[config.mk]
export PLATFORM = sky130hd
export DESIGN_NAME = decimal_integer_parser
export DESIGN_NICKNAME = d
export VERILOG_FILES = /design/src/rtl/core/dip_pkg.sv /design/src/rtl/core/decimal_integer_parser.sv
export VERILOG_INCLUDE_DIRS = /design/src /design/src/rtl/core
export SDC_FILE = /design/constraint.sdc
export NUM_CORES = 1
export LEC_CHECK = 0
export ABC_AREA = 1
export BUFFER_PORTS_ARGS = -buffer_cell sky130_fd_sc_hd__buf_4
export CAP_MARGIN = 5
export CORE_MARGIN = 2
export CORE_UTILIZATION = 48
export DETAILED_ROUTE_END_ITERATION = 16
export PLACE_DENSITY_LB_ADDON = 0.1
export SYNTH_ARGS = -nofsm -noshare
export SYNTH_HDL_FRONTEND = slang
export SYNTH_SLANG_ARGS = --single-unit
[constraint.sdc]
create_clock -name i_clk -period 5.9 [get_ports i_clk]
set_input_delay 1.475 -clock i_clk [delete_from_list [all_inputs] [get_ports i_clk]]
set_output_delay 1.475 -clock i_clk [all_outputs]
set_load 0.005 [all_outputs]
[src/rtl/core/decimal_integer_parser_assert.svh]
// ----------------------------------------------------------------------------
// Decimal integer parser: assertion macros
// Shared concurrent assertion forms, clocked and held off during reset.
// ----------------------------------------------------------------------------
`ifndef DECIMAL_INTEGER_PARSER_ASSERT_SVH
`define DECIMAL_INTEGER_PARSER_ASSERT_SVH

// same-cycle implication
`define DIP_ASSERT_NOW(label, clk, rst_n, ante, cons, msg) \
    label: assert property (@(posedge clk) disable iff (!(rst_n)) (ante) |-> (cons)) \
        else $error(msg);

// next-cycle implication
`define DIP_ASSERT_NEXT(label, clk, rst_n, ante, cons, msg) \
    label: assert property (@(posedge clk) disable iff (!(rst_n)) (ante) |=> (cons)) \
        else $error(msg);

`endif

[src/rtl/core/dip_pkg.sv]
`timescale 1ns / 1ps
// ----------------------------------------------------------------------------
// Decimal integer parser package
// Character codes and the per-string parse state type.
// ----------------------------------------------------------------------------
package dip_pkg;

    localparam logic [7:0] CHAR_MINUS = 8'h2d;
    localparam logic [7:0] CHAR_PLUS  = 8'h2b;
    localparam logic [7:0] CHAR_ZERO  = 8'h30;
    localparam logic [7:0] CHAR_NINE  = 8'h39;

    localparam int unsigned VALUE_W = 64;
    localparam int unsigned PROD_W  = VALUE_W + 4;

    typedef struct packed {
        logic [VALUE_W-1:0] acc;
        logic               neg;
        logic               failed;
        logic               at_first;
        logic               seen;
    } t_parse_state;

endpackage

[src/rtl/core/decimal_integer_parser.sv]
`timescale 1ns / 1ps
// ----------------------------------------------------------------------------
// Decimal integer parser
// Streams ASCII characters of one decimal number and returns its 64-bit value.
// ----------------------------------------------------------------------------
// Usage:
//   Input channel (i_valid / o_stall) carries one character per transaction
//   with i_char_valid (character present) and i_last (end of string).
//   Output channel (o_valid / i_stall) carries one transaction per string,
//   o_value and o_ok, issued for the transaction marked last.
//   i_cfg_we writes i_cfg_wdata into signed mode (reset 1); write only while
//   no string is in flight.
//   Throughput: one character per cycle, except that a last character waits
//   while the receiver stalls. The accumulator multiply-by-ten, add and overflow
//   check are combinational, through a shift-add. A last transaction is held
//   in the input register, then registered into the output register.
//   When the receiver stalls, the result register holds; characters without
//   last keep flowing, and the next last character waits in the input register.
//   Reset clears the string state and both valid flags, and sets signed mode.
// ----------------------------------------------------------------------------
`include "decimal_integer_parser_assert.svh"

module decimal_integer_parser
    import dip_pkg::*;
(
    input  logic                i_clk,
    input  logic                i_rst_n,
    input  logic                i_cfg_we,
    input  logic                i_cfg_wdata,
    input  logic                i_valid,
    output logic                o_stall,
    input  logic [7:0]          i_character,
    input  logic                i_char_valid,
    input  logic                i_last,
    output logic                o_valid,
    input  logic                i_stall,
    output logic [VALUE_W-1:0]  o_value,
    output logic                o_ok
);

    logic               r_signed_mode;
    logic               r_s1_vld;
    logic [7:0]         r_s1_char;
    logic               r_s1_char_valid;
    logic               r_s1_last;
    t_parse_state       r_state;
    t_parse_state       n_state;
    logic               r_out_vld;
    logic [VALUE_W-1:0] r_out_value;
    logic               r_out_ok;
    logic [VALUE_W-1:0] n_out_value;
    logic               n_out_ok;

    logic               out_ready;
    logic               s1_fire;
    logic               in_accept;
    logic               dec_char;
    logic [3:0]         digit;
    logic [PROD_W-1:0]  prod;
    t_parse_state       c_state;
    logic               good;
    logic               last_fire;
    logic               fail_out;
    logic               state_clear;
    logic               first_clean;

    assign out_ready = !r_out_vld || !i_stall;
    assign s1_fire   = r_s1_vld && (!r_s1_last || out_ready);
    assign o_stall   = r_s1_vld && !s1_fire;
    assign in_accept = i_valid && !o_stall;

    assign dec_char = (r_s1_char >= CHAR_ZERO) && (r_s1_char <= CHAR_NINE);
    assign digit    = 4'(r_s1_char - CHAR_ZERO);
    assign prod     = ({4'b0, r_state.acc} << 3) + ({4'b0, r_state.acc} << 1)
                    + {{(PROD_W-4){1'b0}}, digit};

    always_comb begin
        c_state = r_state;
        if (r_s1_char_valid) begin
            c_state.at_first = 1'b0;
            if (!r_state.failed) begin
                if (r_state.at_first && r_signed_mode && (r_s1_char == CHAR_MINUS)) begin
                    c_state.neg = 1'b1;
                end else if (r_state.at_first && r_signed_mode
                             && (r_s1_char == CHAR_PLUS)) begin
                    c_state.failed = 1'b1;
                end else if (!dec_char) begin
                    c_state.failed = 1'b1;
                end else if (prod[PROD_W-1:VALUE_W] != 4'b0) begin
                    c_state.failed = 1'b1;
                end else begin
                    c_state.acc  = prod[VALUE_W-1:0];
                    c_state.seen = 1'b1;
                end
            end
        end
    end

    always_comb begin
        good        = !c_state.failed && c_state.seen;
        n_out_value = c_state.acc;
        if (r_signed_mode) begin
            if (c_state.neg) begin
                if (c_state.acc[VALUE_W-1] && (c_state.acc[VALUE_W-2:0] != '0)) begin
                    good = 1'b0;
                end
                n_out_value = '0 - c_state.acc;
            end else if (c_state.acc[VALUE_W-1]) begin
                good = 1'b0;
            end
        end else if (c_state.neg) begin
            good = 1'b0;
        end
        if (!good) begin
            n_out_value = '0;
        end
        n_out_ok = good;
    end

    always_comb begin
        n_state = r_state;
        if (s1_fire) begin
            n_state = c_state;
            if (r_s1_last) begin
                n_state = '{acc: '0, neg: 1'b0, failed: 1'b0, at_first: 1'b1, seen: 1'b0};
            end
        end
    end

    always_ff @(posedge i_clk) begin
        if (!i_rst_n) begin
            r_signed_mode <= 1'b1;
            r_s1_vld      <= 1'b0;
            r_out_vld     <= 1'b0;
            r_state       <= '{acc: '0, neg: 1'b0, failed: 1'b0, at_first: 1'b1, seen: 1'b0};
        end else begin
            if (i_cfg_we) begin
                r_signed_mode <= i_cfg_wdata;
            end
            if (in_accept) begin
                r_s1_vld <= 1'b1;
            end else if (s1_fire) begin
                r_s1_vld <= 1'b0;
            end
            if (out_ready) begin
                r_out_vld <= s1_fire && r_s1_last;
            end
            r_state <= n_state;
        end
    end

    always_ff @(posedge i_clk) begin
        if (in_accept) begin
            r_s1_char       <= i_character;
            r_s1_char_valid <= i_char_valid;
            r_s1_last       <= i_last;
        end
        if (out_ready && s1_fire && r_s1_last) begin
            r_out_value <= n_out_value;
            r_out_ok    <= n_out_ok;
        end
    end

    assign o_valid = r_out_vld;
    assign o_value = r_out_value;
    assign o_ok    = r_out_ok;

    assign last_fire   = s1_fire && r_s1_last;
    assign fail_out    = r_out_vld && !r_out_ok;
    assign state_clear = r_state.at_first && !r_state.failed && (r_state.acc == '0);
    assign first_clean = !r_state.seen && !r_state.neg && !r_state.failed;

    `DIP_ASSERT_NOW(a_fail_zero, i_clk, i_rst_n, fail_out, r_out_value == '0, "nonzero on fail")
    `DIP_ASSERT_NEXT(a_last_clears, i_clk, i_rst_n, last_fire, state_clear, "state not cleared")
    `DIP_ASSERT_NEXT(a_last_shows, i_clk, i_rst_n, last_fire, r_out_vld, "result missing")
    `DIP_ASSERT_NOW(a_first_clean, i_clk, i_rst_n, r_state.at_first, first_clean, "dirty state")

endmodule
# After elaboration in Yosys (flattened, before gate mapping)
# Index checks and enable logic that the tools add are counted.
dict set report word_totals {
  register_bits 146
  input_bits 16
  wordCells 72
}
dict set report classes {
  n_addsub 4
  n_lt_le_gt_ge 2
  n_eq_ne 2
  n_mux 26
  reduce_logical 25
}
# cell count
set op_table {}
lappend op_table {{64-bit 2-to-1 mux} 6}
lappend op_table {{68-bit 2-to-1 mux} 2}
lappend op_table {{67-bit by 65-bit adder with 68-bit output} 1}
lappend op_table {{68-bit by 4-bit adder with 68-bit output} 1}
lappend op_table {{66-bit 2-to-1 mux} 1}
lappend op_table {{1-bit by 64-bit subtractor with 64-bit output, first input constant} 1}
lappend op_table {{63-bit nonzero test} 1}
lappend op_table {{1-bit 2-to-1 mux} 17}
lappend op_table {{8-bit by 6-bit equality test with 1-bit output, second input constant} 2}
lappend op_table {{1-bit logical AND} 12}
lappend op_table {{8-bit by 6-bit greater-or-equal comparator with 1-bit output, second input constant} 1}
lappend op_table {{8-bit by 6-bit less-or-equal comparator with 1-bit output, second input constant} 1}
lappend op_table {{1-bit zero test} 6}
lappend op_table {{2-bit nonzero test} 2}
lappend op_table {{4-bit nonzero test} 1}
lappend op_table {{4-bit by 1-bit subtractor with 4-bit output, second input constant} 1}
lappend op_table {{1-bit logical OR} 2}
lappend op_table {{2-bit AND reduction} 1}

# Depth between registers and ports, before layout
dict set report logic_depth {
  depth_word 14
  depth_mapped 34
  depth_no_buf 33
}

# Worst setup path before layout
# Ideal clock, no wire load.
dict set report synth_timing {
  path_kind {register -> register}
  start {reg r_state[4] in the netlist's numbering}
  end {reg r_out_value[23], in the netlist o_value[23], data pin}
  arrival_time_ns 4.553
  required_time_ns 5.762
  slack_ns 1.209
  stages_incl_launch_ff 34
  n_path_buf 3
  synth_period_minus_slack_ns 4.691
  cell_sequence {dfxtp_1 inv_1 fa_1 inv_1 fa_1 nand3_1 nand2_1 nand2_1 nand2_1 nand2_1 nand2_1 nand2_1 nand2_2 nand2_2 nand2_1 nand2_1 nand2_4 nor2_8 nand3_4 buf_2 o21ai_1 ha_1 nand3_1 nor2_4 inv_1 nor2_1 nand4_1 nor2_2 nand3_2 a21oi_4 inv_2 buf_6 buf_6 nor2_1}
}
dict set report synth_via {
  elab_chain_len 14
  word_cells_on_any_way 30
  cone_classes {3 x add/sub; 22 x mux; 5 x reduce/logical}
}
# element line
set synth_rtl {}
lappend synth_rtl {{start: declaration} decimal_integer_parser.sv:46} ;# t_parse_state r_state;
lappend synth_rtl {{start signal: assignment} decimal_integer_parser.sv:135} ;# r_state <= '{acc: '0, neg: 1'b0, failed: 1'b0, at_first: 1'b1, seen: 1'b0};
lappend synth_rtl {{start signal: assignment} decimal_integer_parser.sv:148} ;# r_state <= n_state;
lappend synth_rtl {{67-bit by 65-bit adder with 68-bit output} decimal_integer_parser.sv:74} ;# assign prod = ({4'b0, r_state.acc} << 3) + ({4'b0, r_state.acc} << 1)
lappend synth_rtl {{68-bit by 4-bit adder with 68-bit output} decimal_integer_parser.sv:75} ;# + {{(PROD_W-4){1'b0}}, digit};
lappend synth_rtl {{4-bit nonzero test} decimal_integer_parser.sv:89} ;# end else if (prod[PROD_W-1:VALUE_W] != 4'b0) begin
lappend synth_rtl {{64-bit 2-to-1 mux / 1-bit 2-to-1 mux (equally long branches)} decimal_integer_parser.sv:89}
lappend synth_rtl {{64-bit 2-to-1 mux / 1-bit 2-to-1 mux (equally long branches)} decimal_integer_parser.sv:87} ;# end else if (!dec_char) begin
lappend synth_rtl {{64-bit 2-to-1 mux / 1-bit 2-to-1 mux (equally long branches)} decimal_integer_parser.sv:84} ;# end else if (r_state.at_first && r_signed_mode
lappend synth_rtl {{64-bit 2-to-1 mux / 1-bit 2-to-1 mux (equally long branches)} decimal_integer_parser.sv:82} ;# if (r_state.at_first && r_signed_mode && (r_s1_char == CHAR_MINUS)) begin
lappend synth_rtl {{66-bit 2-to-1 mux} decimal_integer_parser.sv:81} ;# if (!r_state.failed) begin
lappend synth_rtl {{68-bit 2-to-1 mux (*)} decimal_integer_parser.sv:79} ;# if (r_s1_char_valid) begin
lappend synth_rtl {{63-bit nonzero test / 1-bit zero test (equally long branches)} {decimal_integer_parser.sv:104, decimal_integer_parser.sv:100}}
lappend synth_rtl {{1-bit logical AND (on tied branches)} {decimal_integer_parser.sv:104, decimal_integer_parser.sv:100}}
lappend synth_rtl {{1-bit 2-to-1 mux (on tied branches)} {decimal_integer_parser.sv:104, decimal_integer_parser.sv:108}}
lappend synth_rtl {{1-bit 2-to-1 mux} decimal_integer_parser.sv:103} ;# if (c_state.neg) begin
lappend synth_rtl {{1-bit 2-to-1 mux (*)} decimal_integer_parser.sv:102} ;# if (r_signed_mode) begin
lappend synth_rtl {{net good} decimal_integer_parser.sv:61} ;# logic good;
lappend synth_rtl {{end signal: assignment} decimal_integer_parser.sv:159} ;# r_out_value <= n_out_value;
lappend synth_rtl {{end: declaration} decimal_integer_parser.sv:49} ;# logic [VALUE_W-1:0] r_out_value;
# The timed path passes the listed nets; every way through them passes the cells marked *. The select of a mux whose other input is x is not followed.
# A chain may end at the register's enable or synchronous reset.

# Final worst setup path
dict set report layout_timing {
  start {reg r_s1_char[3]}
  end {reg r_out_value[23], in the netlist o_value[23], data pin}
}
dict set report layout_via {
  elab_chain_len 14
  word_cells_on_any_way 38
  cone_classes {3 x add/sub; 2 x order compare; 2 x eq/ne; 23 x mux; 8 x reduce/logical}
}
# element line
set layout_rtl {}
lappend layout_rtl {{start: declaration} decimal_integer_parser.sv:43} ;# logic [7:0] r_s1_char;
lappend layout_rtl {{start signal: assignment} decimal_integer_parser.sv:154} ;# r_s1_char <= i_character;
lappend layout_rtl {{4-bit by 1-bit subtractor with 4-bit output} decimal_integer_parser.sv:73} ;# assign digit = 4'(r_s1_char - CHAR_ZERO);
lappend layout_rtl {{68-bit by 4-bit adder with 68-bit output} decimal_integer_parser.sv:75}
lappend layout_rtl {{4-bit nonzero test} decimal_integer_parser.sv:89}
lappend layout_rtl {{64-bit 2-to-1 mux / 1-bit 2-to-1 mux (equally long branches)} decimal_integer_parser.sv:89}
lappend layout_rtl {{64-bit 2-to-1 mux / 1-bit 2-to-1 mux (equally long branches)} decimal_integer_parser.sv:87}
lappend layout_rtl {{64-bit 2-to-1 mux / 1-bit 2-to-1 mux (equally long branches)} decimal_integer_parser.sv:84}
lappend layout_rtl {{64-bit 2-to-1 mux / 1-bit 2-to-1 mux (equally long branches)} decimal_integer_parser.sv:82}
lappend layout_rtl {{66-bit 2-to-1 mux} decimal_integer_parser.sv:81}
lappend layout_rtl {{68-bit 2-to-1 mux (*)} decimal_integer_parser.sv:79}
lappend layout_rtl {{63-bit nonzero test / 1-bit zero test (equally long branches)} {decimal_integer_parser.sv:104, decimal_integer_parser.sv:100}}
lappend layout_rtl {{1-bit logical AND (on tied branches)} {decimal_integer_parser.sv:104, decimal_integer_parser.sv:100}}
lappend layout_rtl {{1-bit 2-to-1 mux (on tied branches)} {decimal_integer_parser.sv:104, decimal_integer_parser.sv:108}}
lappend layout_rtl {{1-bit 2-to-1 mux} decimal_integer_parser.sv:103}
lappend layout_rtl {{1-bit 2-to-1 mux (*)} decimal_integer_parser.sv:102}
lappend layout_rtl {{net good} decimal_integer_parser.sv:61}
# Marks and branches as above.

==> results.yml <==
status:
  outcome: "completed"
clock_network:
  clock_path_buffers: 2
  clock-root-buffer: "clkbuf_16"
  clk_latency_ns: 0.44
  cts.clk_slew.worst_paths_ns: 0.08
  clkSinkCount: 146
  cts_made_buffers: 17
  post_cts.repair.setup_buffers: 0
  h-tree-depth: 4
  cts_tree: "done"
floorplan:
  start_util_pct: 49.12
  fp.coreArea_um2: 28860
  ios: 83
  die_width_um: 175.9
  rows: 62
  die-area_um2: 30930
  die_h_um: 175.9
worst_setup_path:
  path_class: "reg -> reg"
  arrival_ns: 5.70
  endpoint_kind: "flip-flop"
  critPathTopFamily: "simple AND/OR/NAND/NOR gates"
  path_depth: 31
  r2r-start: "r_s1_char[3]$_DFFE_PP_"
  cp_common_cell: "nand2_1"
  crit_path_end: "o_value[23]$_SDFFCE_PN0P_"
  crit_fanout: 57
  crit_start: "r_s1_char[3]$_DFFE_PP_"
  cp_slowest_cell: "fa_1"
  ff2ff_path_depth: 31
  crit_buf_inv: 5
  regToRegSetupSlack_ns: 0.48
  cp.required_ns: 6.18
  r2r-end: "o_value[23]$_SDFFCE_PN0P_"
  crit_path_start_kind: "flip-flop"
  cp_slowest_stage_delay_ns: 0.45
timing:
  setup_viol_count_final: 0
  finalClockSkew_ns: 0.02174
  tightest_slew_ns: 0.9267
  period_needed_ns: 5.422
  timing.setup.tns_ns: 0
  finalCritPeriodShare_pct: 91.90
  drv_slew: 0
  relSlewSlack_pct: 38.13
  hold_viol: 0
  fin_ws_ns: 0.4778
  rsz0062_at_grt: "false"
  max_freq_mhz: 184.4
min_path:
  min_path_cells: 2
  hold_class: "reg -> reg"
  hold_start: "r_state[0]$_SDFFE_PN0P_"
logic_synthesis:
  synth_ff_type: "edfxtp_1"
  seq_area_frac_synth_pct: 25.91
  ys_warn_count: 0
  synth_seq_cells: 146
  synth_edf_count: 75
  avgSynthCellArea_um2: 6.545
  synthArstFlopShare_pct: 0
  syn-cell-area_um2: 14180
  synthCells: 2166
  syn_nets: 2312
  synth_cell_types: 50
detailed_routing:
  via_count: 14370
  drt_iter0_drc: 1489
  routed_wl_mm: 49.19
  ant_nets: 0
  via_per_inst: 5.425
  wl_per_cell_um: 18.57
  drtPass1Iterations: 6
  drc: 0
pwr:
  ir_worst_vdd_mv: 0.1917
  cellLeakagePower_uw: 0.007840
  power_density_nw_per_um2: 141.5
place:
  gp_congestion: 1.039
  dpl_worst_slack_ns: 0.5501
  dpl.hpwl_mm: 41.16
  port_buffers: 82
grt:
  overflow: 0
  antenna_found_initial: 0
  grt_pass1_wl_mm: 76.00
  grt_pass1_vias: 13410
  grt_usage_pct: 32.24
  grt_max_degree: 63
layout:
  drive_gt1_share_pct: 13.33
  synthToLayoutAreaGrowth_pct: 11.39
  nets: 2398
  antenna_cells: 0
flow_run:
  maxCapViolations: 0
-- where the power goes --
part           leakage (uW)  switching (uW)  internal [uW]
Combinational       0.00627            94.2           39.5
Clock              0.000272             455            560
Sequential          0.00129            7.49           1080
Total               0.00784             557           1680
-- cell type report --
cell class / count / area, um^2
Tap cell: 384 / 480.5
Timing Repair Buffer: 108 / 823.3
Fill cell: 2981 / 13070
Sequential cell: 146 / 3674
Inverter: 248 / 930.9
Multi-Input combinational cell: 1731 / 9344
Clock inverter: 13 / 85.08
Clock buffer: 19 / 454.2
-- layout by cell type, fill, tap and decap left out, types with 5 or more instances in the layout --
cell type	count
nor3_2	5
nand2_1	687
clkinv_2	6
clkbuf_16	18
a31oi_1	6
xnor2_1	36
o21bai_1	20
nor2_1	282
a21oi_1	141
xor2_1	57
o21ai_2	14
inv_1	210
ha_1	128
a21oi_2	6
dfxtp_1	71
o21a_1	6
nor2_2	52
nand3_1	83
nand2_2	21
nand3b_1	7
nand4_1	28
inv_2	38
nor3_1	23
nand3_2	7
buf_4	107
o21ai_1	25
edfxtp_1	75
o21ai_0	47
-- sequential cells by signal, summed over array words and instances, names as in the netlist --
register / count
r_signed_mode: 1
o_valid: 1
r_state: 68
o_ok: 1
r_s1_vld: 1
r_s1_last: 1
r_s1_char_valid: 1
o_value: 64
r_s1_char: 8
-- kinds of logic (layout without fill, tap and decap cells) --
logic type	Yosys count	after routing	share of synthesized area (%)
compound gates	287	287	11.59
xor+xnor	93	93	5.746
fa+ha+maj	130	130	11.58
flops	146	146	25.91
simple gates	1221	1221	36.88
buf+inv	289	388	8.288
-- synth_stat cells (5+ instances only) --
| master | number | area share (%) |
|---|---|---|
| nand2_1 | 688 | 18 |
| nor2_1 | 284 | 7.5 |
| inv_1 | 211 | 5.6 |
| a21oi_1 | 141 | 5.0 |
| ha_1 | 128 | 11 |
| nand3_1 | 83 | 2.9 |
| edfxtp_1 | 75 | 16 |
| dfxtp_1 | 71 | 10 |
| xor2_1 | 57 | 3.5 |
| nor2_2 | 51 | 2.3 |
| o21ai_0 | 47 | 1.7 |
| inv_2 | 37 | 0.98 |
| xnor2_1 | 36 | 2.2 |
| nand4_1 | 28 | 1.2 |
| o21ai_1 | 26 | 0.92 |
| clkbuf_1 | 25 | 0.66 |
| nor3_1 | 23 | 0.81 |
| nand2_2 | 20 | 0.88 |
| o21bai_1 | 20 | 1.1 |
| o21ai_2 | 13 | 0.80 |
| buf_6 | 11 | 0.87 |
| nand3_2 | 7 | 0.49 |
| nand3b_1 | 7 | 0.37 |
| a21oi_2 | 6 | 0.37 |
| a31oi_1 | 6 | 0.26 |
| o21a_1 | 6 | 0.32 |
| nor3_2 | 5 | 0.35 |
-- worst reg2reg max path: cells and delay by family (launching register included) --
kind                       cells  cell delay [ns]
and+or+nand+nor               22             2.83
buffers and inverters          5             0.87
AOI/OAI and AO/OA              2             0.43
adders and majority gates      2             0.72
DFF                            1             0.42
-- layer usage --
layer / wire length [um] / share of wire (%) / global-route usage, % / vias to the layer above
met2: 21620 / 44 / 50.72 / 523
met5: 0 / 0 / 0 / -
met1: 22700 / 46 / 46.43 / 6632
met3: 3764 / 7.7 / 4.351 / 59
met4: 1102 / 2.2 / 8.471 / 0
li1: - / - / - / 7156
-- worst min path at each step --
stage                                          to
after floorplan           r_state[0]$_SDFFE_PN0P_
after global placement    r_state[0]$_SDFFE_PN0P_
after detailed placement  r_state[0]$_SDFFE_PN0P_
after CTS                 r_state[0]$_SDFFE_PN0P_
after global routing      r_state[0]$_SDFFE_PN0P_
final                     r_state[0]$_SDFFE_PN0P_
-- through the flow --
stage          cells  utilization [%]  total power [uW]  hold WS [ns]  area, um^2
2_1_floorplan   2166                -              1181        0.4268       14180
3_3_place_gp    2617            52.84              1240        0.4384       15250
3_5_place_dp    2617            52.84              1241        0.4480       15250
4_1_cts         2649            54.71              2238        0.4585       15790
5_1_grt         2649            54.72              2291        0.4710       15790
6_report        2649            54.72              2234        0.4599       15790
-- what timing repair did --
item,CTS,global route
hold buffers,0,0
gates resized for setup,0,1
endpoints found under the hold margin,0,0
endpoints found under the setup margin,0,39
(Power assumes the default switching activity.)
